## src/sv/src_pkg.sv

```systemverilog
package src_pkg;

    localparam int CoordW = 32;
    localparam int MagW   = CoordW + 1;
    localparam int ProdW  = 2 * MagW;
    localparam int NumCut = 4;
    localparam int DivLat = MagW + 1;

    // configuration register indexes
    localparam logic [1:0] REG_LEFT   = 2'd0;
    localparam logic [1:0] REG_RIGHT  = 2'd1;
    localparam logic [1:0] REG_BOTTOM = 2'd2;
    localparam logic [1:0] REG_TOP    = 2'd3;

    typedef logic signed [CoordW-1:0] coord_t;
    typedef logic [MagW-1:0]          mag_t;

    // per-word info that rides alongside the divider lanes
    typedef struct packed {
        coord_t           x0;
        coord_t           y0;
        coord_t           x1;
        coord_t           y1;
        logic             in0;
        logic             in1;
        logic             zero_len;
        logic             dx_pos;
        logic             dx_neg;
        logic             dy_pos;
        logic             dy_neg;
        logic [NumCut-1:0] try_cut;
        logic [NumCut-1:0] neg;
    } side_t;

    function automatic mag_t mag33(input logic signed [MagW-1:0] v);
        mag_t r;
        r = v[MagW-1] ? mag_t'(-v) : mag_t'(v);
        return r;
    endfunction

endpackage

```

## src/sv/src_back.sv

```systemverilog
module src_back (
    input  logic            clk,
    input  logic            rst_n,
    input  logic            en,
    input  logic            in_valid,
    input  src_pkg::side_t  side,
    input  src_pkg::mag_t   quot [src_pkg::NumCut],
    input  src_pkg::coord_t left_edge,
    input  src_pkg::coord_t right_edge,
    input  src_pkg::coord_t bottom_edge,
    input  src_pkg::coord_t top_edge,
    output logic            out_valid_reg,
    output logic            visible_reg,
    output src_pkg::coord_t sx_reg,
    output src_pkg::coord_t sy_reg,
    output src_pkg::coord_t ex_reg,
    output src_pkg::coord_t ey_reg
);

    localparam int CW = src_pkg::MagW + 2;

    src_pkg::coord_t       edge_val [src_pkg::NumCut];
    logic signed [CW-1:0]  coord    [src_pkg::NumCut];
    logic signed [CW-1:0]  qs       [src_pkg::NumCut];
    logic signed [CW-1:0]  lo_ext, hi_ext;
    logic [src_pkg::NumCut-1:0] keep_next;
    src_pkg::coord_t       cx_next  [src_pkg::NumCut];
    src_pkg::coord_t       cy_next  [src_pkg::NumCut];

    logic                  b1_valid_reg;
    src_pkg::side_t        b1_side_reg;
    logic [src_pkg::NumCut-1:0] keep_reg;
    src_pkg::coord_t       cx_reg   [src_pkg::NumCut];
    src_pkg::coord_t       cy_reg   [src_pkg::NumCut];

    // stage 1: cut coordinates and edge-range tests
    always_comb
    begin
        edge_val[0] = left_edge;
        edge_val[1] = bottom_edge;
        edge_val[2] = right_edge;
        edge_val[3] = top_edge;
        for (int k = 0; k < src_pkg::NumCut; k++)
        begin
            qs[k] = side.neg[k] ? -CW'(quot[k]) : CW'(quot[k]);
            if ((k % 2) == 0)
            begin
                coord[k]     = CW'(side.y0) + qs[k];
                lo_ext       = CW'(bottom_edge);
                hi_ext       = CW'(top_edge);
                keep_next[k] = side.try_cut[k] && (coord[k] >= lo_ext) && (coord[k] < hi_ext);
                cx_next[k]   = edge_val[k];
                cy_next[k]   = coord[k][31:0];
            end
            else
            begin
                coord[k]     = CW'(side.x0) + qs[k];
                lo_ext       = CW'(left_edge);
                hi_ext       = CW'(right_edge);
                keep_next[k] = side.try_cut[k] && (coord[k] > lo_ext) && (coord[k] <= hi_ext);
                cx_next[k]   = coord[k][31:0];
                cy_next[k]   = edge_val[k];
            end
        end
    end

    always_ff @(posedge clk)
    begin
        if (en)
        begin
            b1_side_reg <= side;
            keep_reg    <= keep_next;
            cx_reg      <= cx_next;
            cy_reg      <= cy_next;
        end
    end

    // stage 2: pick first two cuts, order them, form the word
    logic [1:0]            hits;
    src_pkg::coord_t       c0x, c0y, c1x, c1y;
    logic signed [src_pkg::MagW-1:0] dsx, dsy;
    logic                  flip;
    logic                  vis_next;
    src_pkg::coord_t       sx_next, sy_next, ex_next, ey_next;

    always_comb
    begin
        hits = 2'd0;
        c0x  = '0;
        c0y  = '0;
        c1x  = '0;
        c1y  = '0;
        for (int k = 0; k < src_pkg::NumCut; k++)
        begin
            if (keep_reg[k])
            begin
                if (hits == 2'd0)
                begin
                    c0x  = cx_reg[k];
                    c0y  = cy_reg[k];
                    hits = 2'd1;
                end
                else if (hits == 2'd1)
                begin
                    c1x  = cx_reg[k];
                    c1y  = cy_reg[k];
                    hits = 2'd2;
                end
            end
        end
        dsx  = {c1x[31], c1x} - {c0x[31], c0x};
        dsy  = {c1y[31], c1y} - {c0y[31], c0y};
        flip = (dsx[32] && b1_side_reg.dx_pos) ||
               (!dsx[32] && (dsx != '0) && b1_side_reg.dx_neg) ||
               (dsy[32] && b1_side_reg.dy_pos) ||
               (!dsy[32] && (dsy != '0) && b1_side_reg.dy_neg);

        vis_next = 1'b0;
        sx_next  = '0;
        sy_next  = '0;
        ex_next  = '0;
        ey_next  = '0;
        if (b1_side_reg.in0 && b1_side_reg.in1)
        begin
            vis_next = !b1_side_reg.zero_len;
            sx_next  = b1_side_reg.x0;
            sy_next  = b1_side_reg.y0;
            ex_next  = b1_side_reg.x1;
            ey_next  = b1_side_reg.y1;
        end
        else if (!b1_side_reg.zero_len)
        begin
            if (hits == 2'd2)
            begin
                vis_next = 1'b1;
                sx_next  = flip ? c1x : c0x;
                sy_next  = flip ? c1y : c0y;
                ex_next  = flip ? c0x : c1x;
                ey_next  = flip ? c0y : c1y;
            end
            else if (hits == 2'd1 && b1_side_reg.in0)
            begin
                vis_next = 1'b1;
                sx_next  = b1_side_reg.x0;
                sy_next  = b1_side_reg.y0;
                ex_next  = c0x;
                ey_next  = c0y;
            end
            else if (hits == 2'd1 && b1_side_reg.in1)
            begin
                vis_next = 1'b1;
                sx_next  = c0x;
                sy_next  = c0y;
                ex_next  = b1_side_reg.x1;
                ey_next  = b1_side_reg.y1;
            end
        end
        if (!vis_next)
        begin
            sx_next = '0;
            sy_next = '0;
            ex_next = '0;
            ey_next = '0;
        end
    end

    always_ff @(posedge clk or negedge rst_n)
    begin
        if (!rst_n)
        begin
            b1_valid_reg  <= 1'b0;
            out_valid_reg <= 1'b0;
        end
        else if (en)
        begin
            b1_valid_reg  <= in_valid;
            out_valid_reg <= b1_valid_reg;
        end
    end

    always_ff @(posedge clk)
    begin
        if (en)
        begin
            visible_reg <= vis_next;
            sx_reg      <= sx_next;
            sy_reg      <= sy_next;
            ex_reg      <= ex_next;
            ey_reg      <= ey_next;
        end
    end

endmodule
```

## config.mk

```make
export PLATFORM = sky130hd
export DESIGN_NAME = src_back
export DESIGN_NICKNAME = d
export VERILOG_FILES = /design/src/sv/src_pkg.sv /design/src/sv/src_back.sv
export SDC_FILE = /design/constraint.sdc
export NUM_CORES = 2
export LEC_CHECK = 0
export ABC_AREA = 1
export BUFFER_PORTS_ARGS = -buffer_cell sky130_fd_sc_hd__clkbuf_2
export CAP_MARGIN = 40
export CELL_PAD_IN_SITES_DETAIL_PLACEMENT = 1
export CELL_PAD_IN_SITES_GLOBAL_PLACEMENT = 2
export CORE_MARGIN = 2
export CORE_UTILIZATION = 36
export CTS_BUF_LIST = sky130_fd_sc_hd__clkbuf_8
export DETAILED_ROUTE_END_ITERATION = 6
export PLACE_DENSITY = 0.87
export SETUP_SLACK_MARGIN = 0.15
export SKIP_LAST_GASP = 1
export SLEW_MARGIN = 20
export SYNTH_ARGS = -nofsm -noshare
export SYNTH_HDL_FRONTEND = slang
export SYNTH_SLANG_ARGS = --single-unit
```

## constraint.sdc

```tcl
create_clock -name clk -period 6.7 [get_ports clk]
set_clock_uncertainty 0.1 [all_clocks]
set_input_delay 0.67 -clock clk [delete_from_list [all_inputs] [get_ports clk]]
set_output_delay 0.67 -clock clk [all_outputs]
set_load 0.05 [all_outputs]
```

==> impl_metrics.env <==
export IMPL_dp_cells=8518
export IMPL_die_h_um=365
export IMPL_gp_congestion=0.985
export IMPL_start_util_pct=36.3
export IMPL_wl_um=221000
export IMPL_final_nets=7976
export IMPL_clkTransAtPathRegs_ns=0.07
export IMPL_antenna_left=0
export IMPL_final_hold_violation_count=0
export IMPL_fin_cells=8905
export IMPL_r2r_end="sy_reg[4]"
export IMPL_worst_pin_slew_ns=1.03
export IMPL_setup_violations_final=0
export IMPL_numClockSinks=526
export IMPL_cts_tree="done"
export IMPL_critPathKind="flip-flop to flip-flop"
export IMPL_drv_cap=0
export IMPL_critPathLaunchType="flip-flop"
export IMPL_ir_worst_vdd_mv=0.661
export IMPL_yosys_register_bits=526
export IMPL_clk_latency_ns=0.83
export IMPL_design_die_area_mm2=0.134
export IMPL_root_buffer="clkbuf_8"
export IMPL_finalPower_mw=23.3
export IMPL_power_frac_clock_pct=13.0
export IMPL_grt_pass1_wl_um=319000
export IMPL_drive_gt1_share_pct=13.2
export IMPL_critPathMaxStageDelay_ns=0.55
export IMPL_yosys_area_top_type="edfxtp_1"
export IMPL_whs_endpoint="cx_reg[48]"
export IMPL_synth_async_reset_ratio_pct=0.380
export IMPL_cts_inserted_buffers=97
export IMPL_post_route_period_util_pct=94.8
export IMPL_clockBufferDepth=3
export IMPL_required_ns=7.14
export IMPL_yosysSeqAreaShare_pct=33.6
export IMPL_worstHoldStart="right_edge[16]"
export IMPL_grt_ovfl_total=0
export IMPL_p_per_area_mw_per_mm2=412
export IMPL_leakage_nw=26.0
export IMPL_drc=2
export IMPL_reg2reg_slack_ns=0.35
export IMPL_synth_top_area_share_pct=33.5
export IMPL_syn_inst=6271
export IMPL_num_rows=132
export IMPL_via_count=50001
export IMPL_cp_end_kind="flip-flop"
export IMPL_path_max_fanout=38
export IMPL_switching_share_pct=54.6
export IMPL_h_tree_depth=3
export IMPL_r2r_start="keep_reg[0]"
export IMPL_avgSynthCellArea_um2=7.50
export IMPL_combPwrFrac_pct=67.8
export IMPL_largest_reg_flops=135
export IMPL_status="complete, but fails checks"
export IMPL_synth_edf_count=524
export IMPL_post_route_util_pct=43.7
export IMPL_switchingPower_mw=12.7
export IMPL_drt_vias_per_instance=5.61
export IMPL_yosys_warnings=0
export IMPL_hp_class="input pin to flip-flop"
export IMPL_arrival_ns=6.80
export IMPL_dr_pass1_iters=7
export IMPL_area_growth_pct=20.4
export IMPL_synth_area_mm2=0.0470
export IMPL_synth_main_ff_cell="edfxtp_1"
export IMPL_post_dp_hpwl_um=177000
export IMPL_synthTopCellsByArea="edfxtp_1, ha_1, nand2_1"
export IMPL_first_global_vias=49203
export IMPL_grt_use_total_pct=32.1
export IMPL_synth_distinct_cells=56
export IMPL_antenna_found_initial=22
export IMPL_io_buffers=536
export IMPL_wl_per_cell_um=24.8
export IMPL_rsz0062_at_grt="false"
export IMPL_syn_num_nets=7170
export IMPL_max_slew_margin_pct=31.5
export IMPL_worstPathCellList="inv_1 -> buf_4 -> ha_1 -> nor2_1 -> nand2_4 -> buf_4 -> o21ai_0 -> a21oi_1 -> ha_1 -> or2_2 -> nand4_1 -> nand3_1 -> a21oi_1 -> xor2_1 -> nand2_1 -> nor2_1 -> nand3_1 -> a21oi_4 -> nand3_4 -> buf_12 -> nand2_1 -> nand3_1 -> nand2_1 -> a21oi_1"
export IMPL_core_area_mm2=0.130
export IMPL_hold_depth=1
export IMPL_max_freq_mhz=157
export IMPL_fillCellCount=16238
export IMPL_drtIter0Drc=5061
export IMPL_finalMaxSlewViolations=0
export IMPL_boundaryPins=537
export IMPL_seqPwrFrac_pct=19.2
export IMPL_die_width_um=365
export IMPL_min_period_ns=6.35
export IMPL_failed_checks="design-rule violations"
export IMPL_cp_slowest_cell="a21oi_1"
export IMPL_p_int_mw=10.6
export IMPL_grt_max_degree=131
export IMPL_ff2ff_path_depth=24
[cells by family (layout without fill, tap and decap cells)]
group,Yosys count,in the layout,synth area share [%]
AO/OA/AOI/OAI,1124,1124,14.1
XOR/XNOR,281,281,5.23
adder cells (fa/ha/maj),492,492,13.2
buffers and inverters,964,1846,8.14
flip-flops,526,526,33.6
other,0,10,0
AND/OR/NAND/NOR,2884,2884,25.8
[critical path: cells and delay by family, from the launching register on]
kind,cells,cell delay [ns]
buffers and inverters,4,1.08
adder cells (fa/ha/maj),2,0.78
flip-flops,1,0.44
XOR/XNOR,1,0.18
AO/OA/AOI/OAI,5,1.49
AND/OR/NAND/NOR,12,1.94
[Yosys cell counts (4+ instances only)]
cell type	count
buf_2	43
xnor2_1	128
nand3b_1	7
a21boi_0	4
o21ai_0	246
o221ai_1	4
edfxtp_1	524
fa_1	6
clkbuf_1	168
a31oi_1	86
nor3b_1	4
buf_4	16
o211ai_1	29
o31ai_1	12
nor3_1	83
o21a_1	20
buf_1	7
or2_2	12
a21o_1	11
o41ai_1	4
o21ai_1	16
a21oi_1	511
o21bai_1	8
nand3_1	351
o2111ai_1	6
buf_6	13
inv_1	713
nor3_2	6
nand2_1	1584
nand4_1	209
a221oi_1	137
ha_1	486
nor4_1	29
nor2_1	580
and2_1	11
xor2_1	153
o221a_2	4
a211oi_1	10
[worst max path at each step]
stage / to / from / depth (start not counted)
floorplan: keep_reg[1] / quot[66] / 36
global placement: keep_reg[0] / quot[99] / 29
detailed placement: keep_reg[1] / quot[68] / 37
CTS: sy_reg[18] / keep_reg[0] / 31
global route: keep_reg[1] / quot[68] / 33
finish: sy_reg[4] / keep_reg[0] / 24
[area by class of cell]
type | count | area (um2) | share of cell area (%)
clock buffers | 97 | 1340 | 2.36
flip-flops and latches | 526 | 15800 | 27.9
repair buffers | 954 | 6590 | 11.6
inverters | 717 | 2700 | 4.77
diodes | 10 | 25.0 | 0.0442
multi-input cells | 4781 | 27600 | 48.7
clock inverters | 78 | 419 | 0.740
well taps | 1742 | 2180 | 3.85
[per-stage QoR]
stage          cell area [um2]  setup WS, ns  setup TNS, ns  hold slack, ns
3_5_place_dp             52700        -0.280         -0.508           0.361
3_3_place_gp             52600        -0.133         -0.262           0.358
4_1_cts                  56400         0.459              0         0.00226
5_1_grt                  56600         0.137              0         0.00310
2_1_floorplan            47000          1.31              0           0.274
6_report                 56600         0.345              0          0.0544
[layer usage]
metal  global-route usage [%]  part of all wire, %  vias to the layer above  routed length (um)
li1                         -                    -                    23199                   -
met1                     46.8                   46                    24339              101000
met2                     47.1                   42                     2085               92400
met3                     5.50                  8.6                      370               18900
met4                     12.0                  3.8                        8                8490
met5                        0                0.019                        -                  42
[what timing repair did]
action,in CTS,in global routing
setup endpoints to repair,0,112
gates resized for setup,0,21
hold endpoints to repair,192,0
buffers inserted,0,3
hold buffers,192,0
[placed cells by master, fill, tap and decap left out, types with 137 or more instances in the layout]
master,count
clkbuf_2,535
o21ai_0,240
edfxtp_1,524
a21oi_1,507
nand2_1,1580
inv_1,730
nand3_1,349
xor2_1,153
buf_4,185
ha_1,486
dlygate4sd3_1,192
nor2_1,574
nand4_1,209
a221oi_1,137
[power by group through the flow]
stage / Sequential (mW) / Combinational [mW] / Clock (mW)
after floorplan: 4.72 / 9.78 / 0
after global placement: 4.52 / 14.9 / 0
after detailed placement: 4.54 / 15.3 / 0
after CTS: 4.47 / 15.5 / 3.06
after global routing: 4.51 / 17.3 / 3.20
final: 4.49 / 15.8 / 3.03
No activity file was read; power rests on OpenSTA's default activity.
