[config.mk]
export PLATFORM = sky130hd
export DESIGN_NAME = src_front
export DESIGN_NICKNAME = d
export VERILOG_FILES = /design/src/sv/src_pkg.sv /design/src/sv/src_front.sv
export SDC_FILE = /design/constraint.sdc
export NUM_CORES = 1
export LEC_CHECK = 0
export BUFFER_PORTS_ARGS = -buffer_cell sky130_fd_sc_hd__buf_2
export CAP_MARGIN = 20
export CORE_AREA = 4 4 305 307
export CTS_BUF_LIST = sky130_fd_sc_hd__clkbuf_4
export DETAILED_ROUTE_END_ITERATION = 7
export DIE_AREA = 0 0 309 311
export GPL_TIMING_DRIVEN = 0
export PLACE_DENSITY = 0.57
export SLEW_MARGIN = 25
export SYNTH_ARGS = -nofsm -noshare
export SYNTH_HDL_FRONTEND = slang
export SYNTH_SLANG_ARGS = --single-unit
[constraint.sdc]
create_clock -name clk -period 0.8 [get_ports clk]
set_clock_uncertainty 0.05 [all_clocks]
set_input_delay 0.16 -clock clk [delete_from_list [all_inputs] [get_ports clk]]
set_output_delay 0.16 -clock clk [all_outputs]
set_load 0.01 [all_outputs]
[src/sv/src_pkg.sv]
package src_pkg;

    localparam int CoordW = 32;
    localparam int MagW   = CoordW + 1;
    localparam int ProdW  = 2 * MagW;
    localparam int NumCut = 4;
    localparam int DivLat = MagW + 1;

    // configuration register indexes
    localparam logic [1:0] REG_LEFT   = 2'd0;
    localparam logic [1:0] REG_RIGHT  = 2'd1;
    localparam logic [1:0] REG_BOTTOM = 2'd2;
    localparam logic [1:0] REG_TOP    = 2'd3;

    typedef logic signed [CoordW-1:0] coord_t;
    typedef logic [MagW-1:0]          mag_t;

    // per-word info that rides alongside the divider lanes
    typedef struct packed {
        coord_t           x0;
        coord_t           y0;
        coord_t           x1;
        coord_t           y1;
        logic             in0;
        logic             in1;
        logic             zero_len;
        logic             dx_pos;
        logic             dx_neg;
        logic             dy_pos;
        logic             dy_neg;
        logic [NumCut-1:0] try_cut;
        logic [NumCut-1:0] neg;
    } side_t;

    function automatic mag_t mag33(input logic signed [MagW-1:0] v);
        mag_t r;
        r = v[MagW-1] ? mag_t'(-v) : mag_t'(v);
        return r;
    endfunction

endpackage

[src/sv/src_front.sv]
module src_front (
    input  logic                  clk,
    input  logic                  rst_n,
    input  logic                  en,
    input  logic                  in_valid,
    input  src_pkg::coord_t       start_x,
    input  src_pkg::coord_t       start_y,
    input  src_pkg::coord_t       end_x,
    input  src_pkg::coord_t       end_y,
    input  src_pkg::coord_t       left_edge,
    input  src_pkg::coord_t       right_edge,
    input  src_pkg::coord_t       bottom_edge,
    input  src_pkg::coord_t       top_edge,
    output logic                  valid_reg,
    output src_pkg::side_t        side_reg,
    output src_pkg::mag_t         mag_d_reg   [src_pkg::NumCut],
    output src_pkg::mag_t         mag_t_reg   [src_pkg::NumCut],
    output src_pkg::mag_t         mag_den_reg [src_pkg::NumCut]
);

    logic signed [src_pkg::MagW-1:0] dx, dy;
    logic signed [src_pkg::MagW-1:0] t_val [src_pkg::NumCut];
    logic signed [src_pkg::MagW-1:0] d_val [src_pkg::NumCut];
    logic signed [src_pkg::MagW-1:0] n_val [src_pkg::NumCut];
    src_pkg::coord_t edge_val [src_pkg::NumCut];
    src_pkg::side_t  side_next;

    always_comb
    begin
        dx = {end_x[31], end_x} - {start_x[31], start_x};
        dy = {end_y[31], end_y} - {start_y[31], start_y};
        edge_val[0] = left_edge;
        edge_val[1] = bottom_edge;
        edge_val[2] = right_edge;
        edge_val[3] = top_edge;

        side_next.x0       = start_x;
        side_next.y0       = start_y;
        side_next.x1       = end_x;
        side_next.y1       = end_y;
        side_next.in0      = (start_x >= left_edge) && (start_x <= right_edge) &&
                             (start_y >= bottom_edge) && (start_y <= top_edge);
        side_next.in1      = (end_x >= left_edge) && (end_x <= right_edge) &&
                             (end_y >= bottom_edge) && (end_y <= top_edge);
        side_next.zero_len = (dx == '0) && (dy == '0);
        side_next.dx_pos   = !dx[32] && (dx != '0);
        side_next.dx_neg   = dx[32];
        side_next.dy_pos   = !dy[32] && (dy != '0);
        side_next.dy_neg   = dy[32];

        for (int k = 0; k < src_pkg::NumCut; k++)
        begin
            if ((k % 2) == 0)
            begin
                // vertical edge: solve for y
                t_val[k] = {edge_val[k][31], edge_val[k]} - {start_x[31], start_x};
                d_val[k] = dy;
                n_val[k] = dx;
                side_next.try_cut[k] = (dx != '0) &&
                    (((start_x <= edge_val[k]) && (edge_val[k] <= end_x)) ||
                     ((end_x <= edge_val[k]) && (edge_val[k] <= start_x)));
            end
            else
            begin
                // horizontal edge: solve for x (dx of zero gives x0 == x1)
                t_val[k] = {edge_val[k][31], edge_val[k]} - {start_y[31], start_y};
                d_val[k] = dx;
                n_val[k] = dy;
                side_next.try_cut[k] = (dy != '0) &&
                    (((start_y <= edge_val[k]) && (edge_val[k] <= end_y)) ||
                     ((end_y <= edge_val[k]) && (edge_val[k] <= start_y)));
            end
            side_next.neg[k] = d_val[k][32] ^ t_val[k][32] ^ n_val[k][32];
        end
    end

    always_ff @(posedge clk or negedge rst_n)
    begin
        if (!rst_n)
        begin
            valid_reg <= 1'b0;
        end
        else if (en)
        begin
            valid_reg <= in_valid;
        end
    end

    always_ff @(posedge clk)
    begin
        if (en)
        begin
            side_reg <= side_next;
            for (int k = 0; k < src_pkg::NumCut; k++)
            begin
                mag_d_reg[k]   <= src_pkg::mag33(d_val[k]);
                mag_t_reg[k]   <= src_pkg::mag33(t_val[k]);
                mag_den_reg[k] <= src_pkg::mag33(n_val[k]);
            end
        end
    end

endmodule

==> summary.md, run 1 <==
| Metric | Value |
|---|---|
| Status | `complete, but fails checks` |
| Failing checks | `negative hold slack, negative setup slack` |
| RSZ-0062 raised after global routing | `true` |
| Gr usage total | `28.5%` |
| Routed Wire Length | `146000 µm` |
| Fillers | `8189` |
| Maxcap violations | `0` |
| Placer Congestion | `0.934` |
| Fin. Hold Viols | `129` |
| Ratio of cells with drive above 1 in the final layout | `43.4%` |
| Synthesis Warnings | `0` |
| Via/cell ratio | `5.40` |
| Area of the multi-input gates | `0.0234 mm²` |
| Hold crit path type | `primary input to flip-flop` |
| Die area | `0.0961 mm²` |
| Tmin final | `3.19 ns` |
| FF+latch count, synth | `342` |
| Commonest non-fill, non-tap cell in the layout | `buf_2` |
| Worst Setup SP | `end_x[0]` |
| Hold path cells | `1` |
| Crit start category | `primary input` |
| Fmax | `313 MHz` |
| Crit path required time | `1.39 ns` |
| CP endpoint kind | `flip-flop` |
| First-pass GRT wire length | `205000 µm` |
| Yosys cell types | `91` |
| Post-synth ARST share | `0.292%` |
| Number of DRC markers in iteration 0 | `2602` |
| P per Cell Area | `1780 mW/mm²` |
| Worst Tran Pin Value | `0.870 ns` |
| Skew-Pair Late Insertion Delay | `0.96 ns` |
| Worst r2r src | `valid_reg` |
| Sink Count | `342` |
| Die W | `309 µm` |
| Via count | `33.5k` |
| Utilization after layout | `54.0%` |
| Largest net degree at the start of global routing | `97` |
| CP max FO | `4` |
| CTS H-tree depth | `3` |
| DRT Pass-1 Iters | `5` |
| Total area of sequential cells | `0.0103 mm²` |
| Post-DRT Antenna Nets | `0` |
| Hpwl dp | `113000 µm` |
| CP arrival | `3.79 ns` |
| DIE HEIGHT | `311 µm` |
| Commonest non-fill, non-tap cells in the layout | `buf_2 (776), buf_4 (403), edfxtp_1 (341)` |
| Worst-path clk slew | `0.06 ns` |
| Fin crit share | `399%` |
| Initial cell density of the core | `35.4%` |
| Post-Place Cells | `5517` |
| Synth Net Count | `4140` |
| Total grt overflow | `0` |
| Post-Layout Inst Area | `0.0486 mm²` |
| Initial antenna violation count | `56` |
| Setup ws final | `-2.39 ns` |
| Nets@finish | `5515` |
| Relative slew margins | `41.6%` |
| Worst hold slack | `-0.633 ns` |
| CTS Root Cell | `clkbuf_4` |
| Number of global-route vias before repair | `31.8k` |
| Drt wl/cell | `23.5 µm` |
| Largest register FFs | `143` |
| CTS tree | `done` |
| Setup Crit Path Kind | `primary input to flip-flop` |
| Syn Area/Cell | `9.01 µm²` |
| Row count | `110` |
| # setup viols final | `798` |
| EDFF count, synth | `341` |
| I/O Pins | `800` |
| Pins over their slew limit | `0` |
| Layout area overhead | `52.5%` |
| Synth Instances | `3538` |
| I/O Buffers | `799` |
| Post-Syn Area | `0.0319 mm²` |
| Post-route insts no fill | `6200` |
| Reg2Reg Depth | `1` |
| Pleak | `0.0211 µW` |
| Num CTS Buffers | `98` |
| Placeable core area | `0.0900 mm²` |
| VDD IR max | `1650 µV` |
| Worst hold path startpoint | `end_x[0]` |
| Area after DPL | `0.0389 mm²` |
| Max Buffers Root-to-Sink | `3` |
| Post-synthesis sequential area ratio | `32.2%` |
| Top FF cell, synth | `edfxtp_1` |
| Pwr Total | `86400 µW` |
| Drt drc | `0` |
[stage by stage]
step	setup TNS (ns)	worst slack [ns]	hold WS [ns]
after CTS	-946.87	-2.23	-0.766
final	-935.16	-2.39	-0.633
after global placement	-2680.19	-6.16	-0.105
after global routing	-987.13	-2.45	-0.692
after detailed placement	-913.90	-4.27	-0.112
after floorplan	-473.48	-2.83	-0.186
[synth_stat cells (9+ instances only)]
master     number  area [µm²]
ha_1          336        4200
nor3_1         65         325
o31ai_1        42         315
and3_1         34         213
a311oi_1       14         123
o41ai_1         9        78.8
xnor2_1       207        1810
a211o_1        11        96.3
o21a_1         41         308
edfxtp_1      341       10200
o21bai_1       20         150
nand4_1        78         488
buf_4         198        1490
o211ai_1       34         255
nor2b_1        40         250
clkbuf_1       86         323
nand2b_1       35         219
xor2_1        105         920
a211oi_1       34         255
nor2_1        195         732
o21ai_0       186         931
or2_2          30         188
nand2_1       255         957
inv_1         255         957
a21o_1        129         968
o211a_1        12         120
and4_1         18         158
a31o_2         12         105
a21boi_0        9        67.6
nand3_1        86         430
a2111oi_0      10        87.6
a31oi_1        44         275
o2111ai_1      12         105
and2_1         41         257
or4_1          11        82.6
o22ai_1        12        75.1
nor4_1         22         138
a21oi_1       269        1350
or3_1          36         225
mux2i_1        11         110
[power by group]
part           internal [µW]  switching, µW  total (µW)  leakage, µW
logic                  19700          24100       43900       0.0170
clock network           8570           8220       16800     0.000729
registers              23900           1910       25800      0.00335
[critical path, stage by stage]
cell	delay [ns]
buf_12	0.09
inv_12	0.04
ha_4	0.15
fa_2	0.36
nand2b_4	0.18
a211oi_4	0.33
buf_6	0.16
o21ai_4	0.06
xor2_2	0.24
nand4_1	0.16
or2_4	0.28
or4_4	0.53
nor4_4	0.33
nand3_1	0.14
nor3_2	0.20
ha_4	0.23
and2_4	0.13
[cell type report]
type	count	share of cell area, %
Multi-Input combinational cell	2651	48.1
Sequential cell	342	21.1
Timing Repair Buffer	1311	18.7
Buffer	254	4.13
Tap cell	1176	3.03
Inverter	255	2.24
Clock buffer	132	2.04
Clock inverter	35	0.458
Antenna cell	44	0.227
[timing repair]
item                                    in CTS  in global routing
endpoints found under the setup margin     748                771
cloned                                       4                  1
hold endpoints to repair                   329                154
gates resized for setup                    524                352
pin swaps                                  210                207
hold buffers                               201                 18
buffers inserted                           188                102
[metal layers]
metal | part of all wire, % | up-vias | GRT usage (%)
li1 | - | 15800 | -
met1 | 43 | 16000 | 37.8
met3 | 8.4 | 307 | 7.49
met5 | 0.081 | - | 0
met2 | 44 | 1391 | 43.4
met4 | 4.3 | 18 | 12.6
[logic make-up after synthesis]
group                      Yosys count  synth area share [%]
buffers and inverters              545                  8.77
adders and majority gates          342                  13.6
xor gates and xnor gates           312                  8.57
muxes                               15                 0.487
AOI/OAI and AO/OA                  993                  20.5
DFF                                342                  32.2
and+or+nand+nor                    989                  15.9
[final timing paths]
path	endpoint	slack, ns
min reg2reg	valid_reg	0.49
max	mag_d_reg[98]	-2.39
max in group asynchronous	valid_reg	0.05
min	side_reg[47]	-0.63
max reg2reg	valid_reg	-0.02
min in group asynchronous	valid_reg	0.55
(Power assumes the default switching activity.)
==> run 2, diff against run 1 <==
SKIP_CTS_REPAIR_TIMING = 1   (was default)
==> run 2 against run 1 <==
The run still ends with negative hold slack, negative setup slack left. Core utilization is 3.4 points lower. Wire length down 3.7%. Clock-buffer cell count stayed put. Global-route usage down 2.0 points. Non-clock buffer count shrank 173. Clock power hardly changed. Highest routed layer unchanged.
==> summary.md, run 2 (synthesized netlist as in run 1, its figures left out) <==
| Metric | Value |
|---|---|
| Gr usage total | `26.5% (was 28.5%)` |
| Worst r2r src | `valid_reg (unchanged)` |
| Via/cell ratio | `5.38 (was 5.40)` |
| Post-Place Cells | `5517 (unchanged)` |
| Nets@finish | `5342 (was 5515)` |
| Area after DPL | `0.0389 mm² (unchanged)` |
| Relative slew margins | `45.3% (was 41.6%)` |
| Psw | `32900 µW (was 34300 µW)` |
| Max Buffers Root-to-Sink | `3 (unchanged)` |
| Number of global-route vias before repair | `28.8k (was 31.8k)` |
| Number of DRC markers in iteration 0 | `2656 (was 2602)` |
| Ratio of cells with drive above 1 in the final layout | `38.4% (was 43.4%)` |
| Sw frac | `39.6% (was 39.7%)` |
| CTS Root Cell | `clkbuf_4 (unchanged)` |
| Die area | `0.0961 mm² (unchanged)` |
| First-pass GRT wire length | `189000 µm (was 205000 µm)` |
| Reg2Reg Depth | `1 (unchanged)` |
| Placer Congestion | `0.934 (unchanged)` |
| Via count | `32.4k (was 33.5k)` |
| Status | `complete, but fails checks (unchanged)` |
| DRT Pass-1 Iters | `5 (unchanged)` |
| Commonest non-fill, non-tap cells in the layout | `buf_2 (786), edfxtp_1 (341), buf_4 (305) (was buf_2 (776), buf_4 (403), edfxtp_1 (341))` |
| Row count | `110 (unchanged)` |
| Placeable core area | `0.0900 mm² (unchanged)` |
| Met3 WL post-DR | `12300 µm (was 12200 µm)` |
| Routed Wire Length | `140000 µm (was 146000 µm)` |
| Layout area overhead | `42.9% (was 52.5%)` |
| CP max FO | `4 (unchanged)` |
| Sequential power share | `31.0% (was 29.8%)` |
| Drt drc | `0 (unchanged)` |
| Hold crit path type | `primary input to flip-flop (unchanged)` |
| # setup viols final | `779 (was 798)` |
| Total grt overflow | `0 (unchanged)` |
| Fin. Hold Viols | `128 (was 129)` |
| Tmin final | `3.37 ns (was 3.19 ns)` |
| Setup TNS | `-918.08 ns (was -935.16 ns)` |
| Register-to-register setup slack | `-0.02 ns (about the same)` |
| Crit path capture | `mag_d_reg[98] (unchanged)` |
| Initial cell density of the core | `35.4% (unchanged)` |
| P_int | `50200 µW (was 52200 µW)` |
| CP arrival | `3.95 ns (was 3.79 ns)` |
| Crit path required time | `1.38 ns (was 1.39 ns)` |
| DIE HEIGHT | `311 µm (unchanged)` |
| Post-route insts no fill | `6015 (was 6200)` |
| Sink Count | `342 (unchanged)` |
| Comb pwr share | `48.9% (was 50.8%)` |
| FF-to-FF End | `valid_reg (unchanged)` |
| Clock power frac | `20.1% (was 19.4%)` |
| Skew-Pair Late Insertion Delay | `0.95 ns (was 0.96 ns)` |
| Largest register FFs | `143 (unchanged)` |
| Top routing layer in use | `met5 (unchanged)` |
| I/O Buffers | `799 (unchanged)` |
| Fmax | `297 MHz (was 313 MHz)` |
| Hpwl dp | `113000 µm (unchanged)` |
| Pins over their slew limit | `0 (unchanged)` |
| I/O Pins | `800 (unchanged)` |
| Worst Setup SP | `end_x[0] (unchanged)` |
| Setup Crit Path Kind | `primary input to flip-flop (unchanged)` |
| CTS tree | `done (unchanged)` |
| Worst Tran Pin Value | `0.815 ns (was 0.870 ns)` |
| DR WL met2 | `61700 µm (was 64300 µm)` |
| Post-DRT Antenna Nets | `0 (unchanged)` |
| Num CTS Buffers | `98 (unchanged)` |
| CP endpoint kind | `flip-flop (unchanged)` |
| Initial antenna violation count | `44 (was 56)` |
| Maxcap violations | `0 (unchanged)` |
| Largest net degree at the start of global routing | `97 (unchanged)` |
| Worst hold slack | `-0.602 ns (was -0.633 ns)` |
| Met1 WL | `61000 µm (was 62600 µm)` |
| Failing checks | `negative hold slack, negative setup slack (unchanged)` |
| Drt wl/cell | `23.3 µm (was 23.5 µm)` |
| Fin crit share | `421% (was 399%)` |
| Crit start category | `primary input (unchanged)` |
| Die W | `309 µm (unchanged)` |
| CTS H-tree depth | `3 (unchanged)` |
| Setup ws final | `-2.57 ns (was -2.39 ns)` |
| Post-Layout Inst Area | `0.0455 mm² (was 0.0486 mm²)` |
| Worst-path clk slew | `0.06 ns (about the same)` |
| P per Cell Area | `1820 mW/mm² (was 1780 mW/mm²)` |
| RSZ-0062 raised after global routing | `true (unchanged)` |
| Pleak | `0.0199 µW (was 0.0211 µW)` |
| VDD IR max | `1630 µV (was 1650 µV)` |
| Commonest non-fill, non-tap cell in the layout | `buf_2 (unchanged)` |
[run 2: worst min-delay path by stage]
| stage | from | to | slack, ns | depth (start not counted) |
|---|---|---|---|---|
| after floorplan | rst_n | valid_reg | -0.19 | 0 |
| after global placement | rst_n | valid_reg | -0.11 | 1 |
| after detailed placement | rst_n | valid_reg | -0.11 | 1 |
| after CTS | rst_n | valid_reg | -1.23 | 1 |
| after global routing | end_x[0] | side_reg[47] | -0.67 | 1 |
| final | end_x[0] | side_reg[47] | -0.60 | 1 |
[run 2: cell type report]
class	instances	area, µm²
diodes	32	80.1
plain buffers	263	1950
clock buffers	132	991
clock inverters	35	223
fillers	8505	44500
inverters	255	1080
multi-input cells	2651	22100
flip-flops and latches	342	10300
well taps	1176	1470
repair buffers	1129	7350
[run 2: critical path, stage by stage]
cell and delay (ns):
buf_12 0.09, inv_12 0.04, ha_4 0.15, fa_2 0.36, nand2b_4 0.17, a21oi_1 0.31
xnor2_2 0.25, a22oi_1 0.14, nor2_2 0.25, nand3_1 0.26, or4_4 0.65, nor4_4 0.37
nand3_1 0.17, nor3_2 0.20, ha_4 0.23, and2_4 0.13
[run 2: layer usage]
| layer | vias up | GRT usage [%] |
|---|---|---|
| li1 | 15400 | - |
| met1 | 15400 | 36.8 |
| met2 | 1280 | 40.6 |
| met3 | 256 | 6.29 |
| met4 | 18 | 8.33 |
| met5 | - | 0 |
[run 2: power by group through the flow]
stage / clock [µW] / combinational, µW / sequential [µW]
3_5_place_dp: 0 / 35500 / 26200
5_1_grt: 18200 / 43600 / 26000
2_1_floorplan: 0 / 21100 / 27000
3_3_place_gp: 0 / 35400 / 26300
6_report: 16700 / 40600 / 25800
4_1_cts: 17200 / 35700 / 25800
[run 2: stage by stage]
step	worst slack (ns)	total power, µW	utilization (%)
after floorplan	-2.83	48100	-
after global placement	-6.16	61700	43.1
after detailed placement	-4.27	61700	43.2
after CTS	-3.19	78700	44.6
after global routing	-2.56	87800	50.5
final	-2.57	83100	50.6
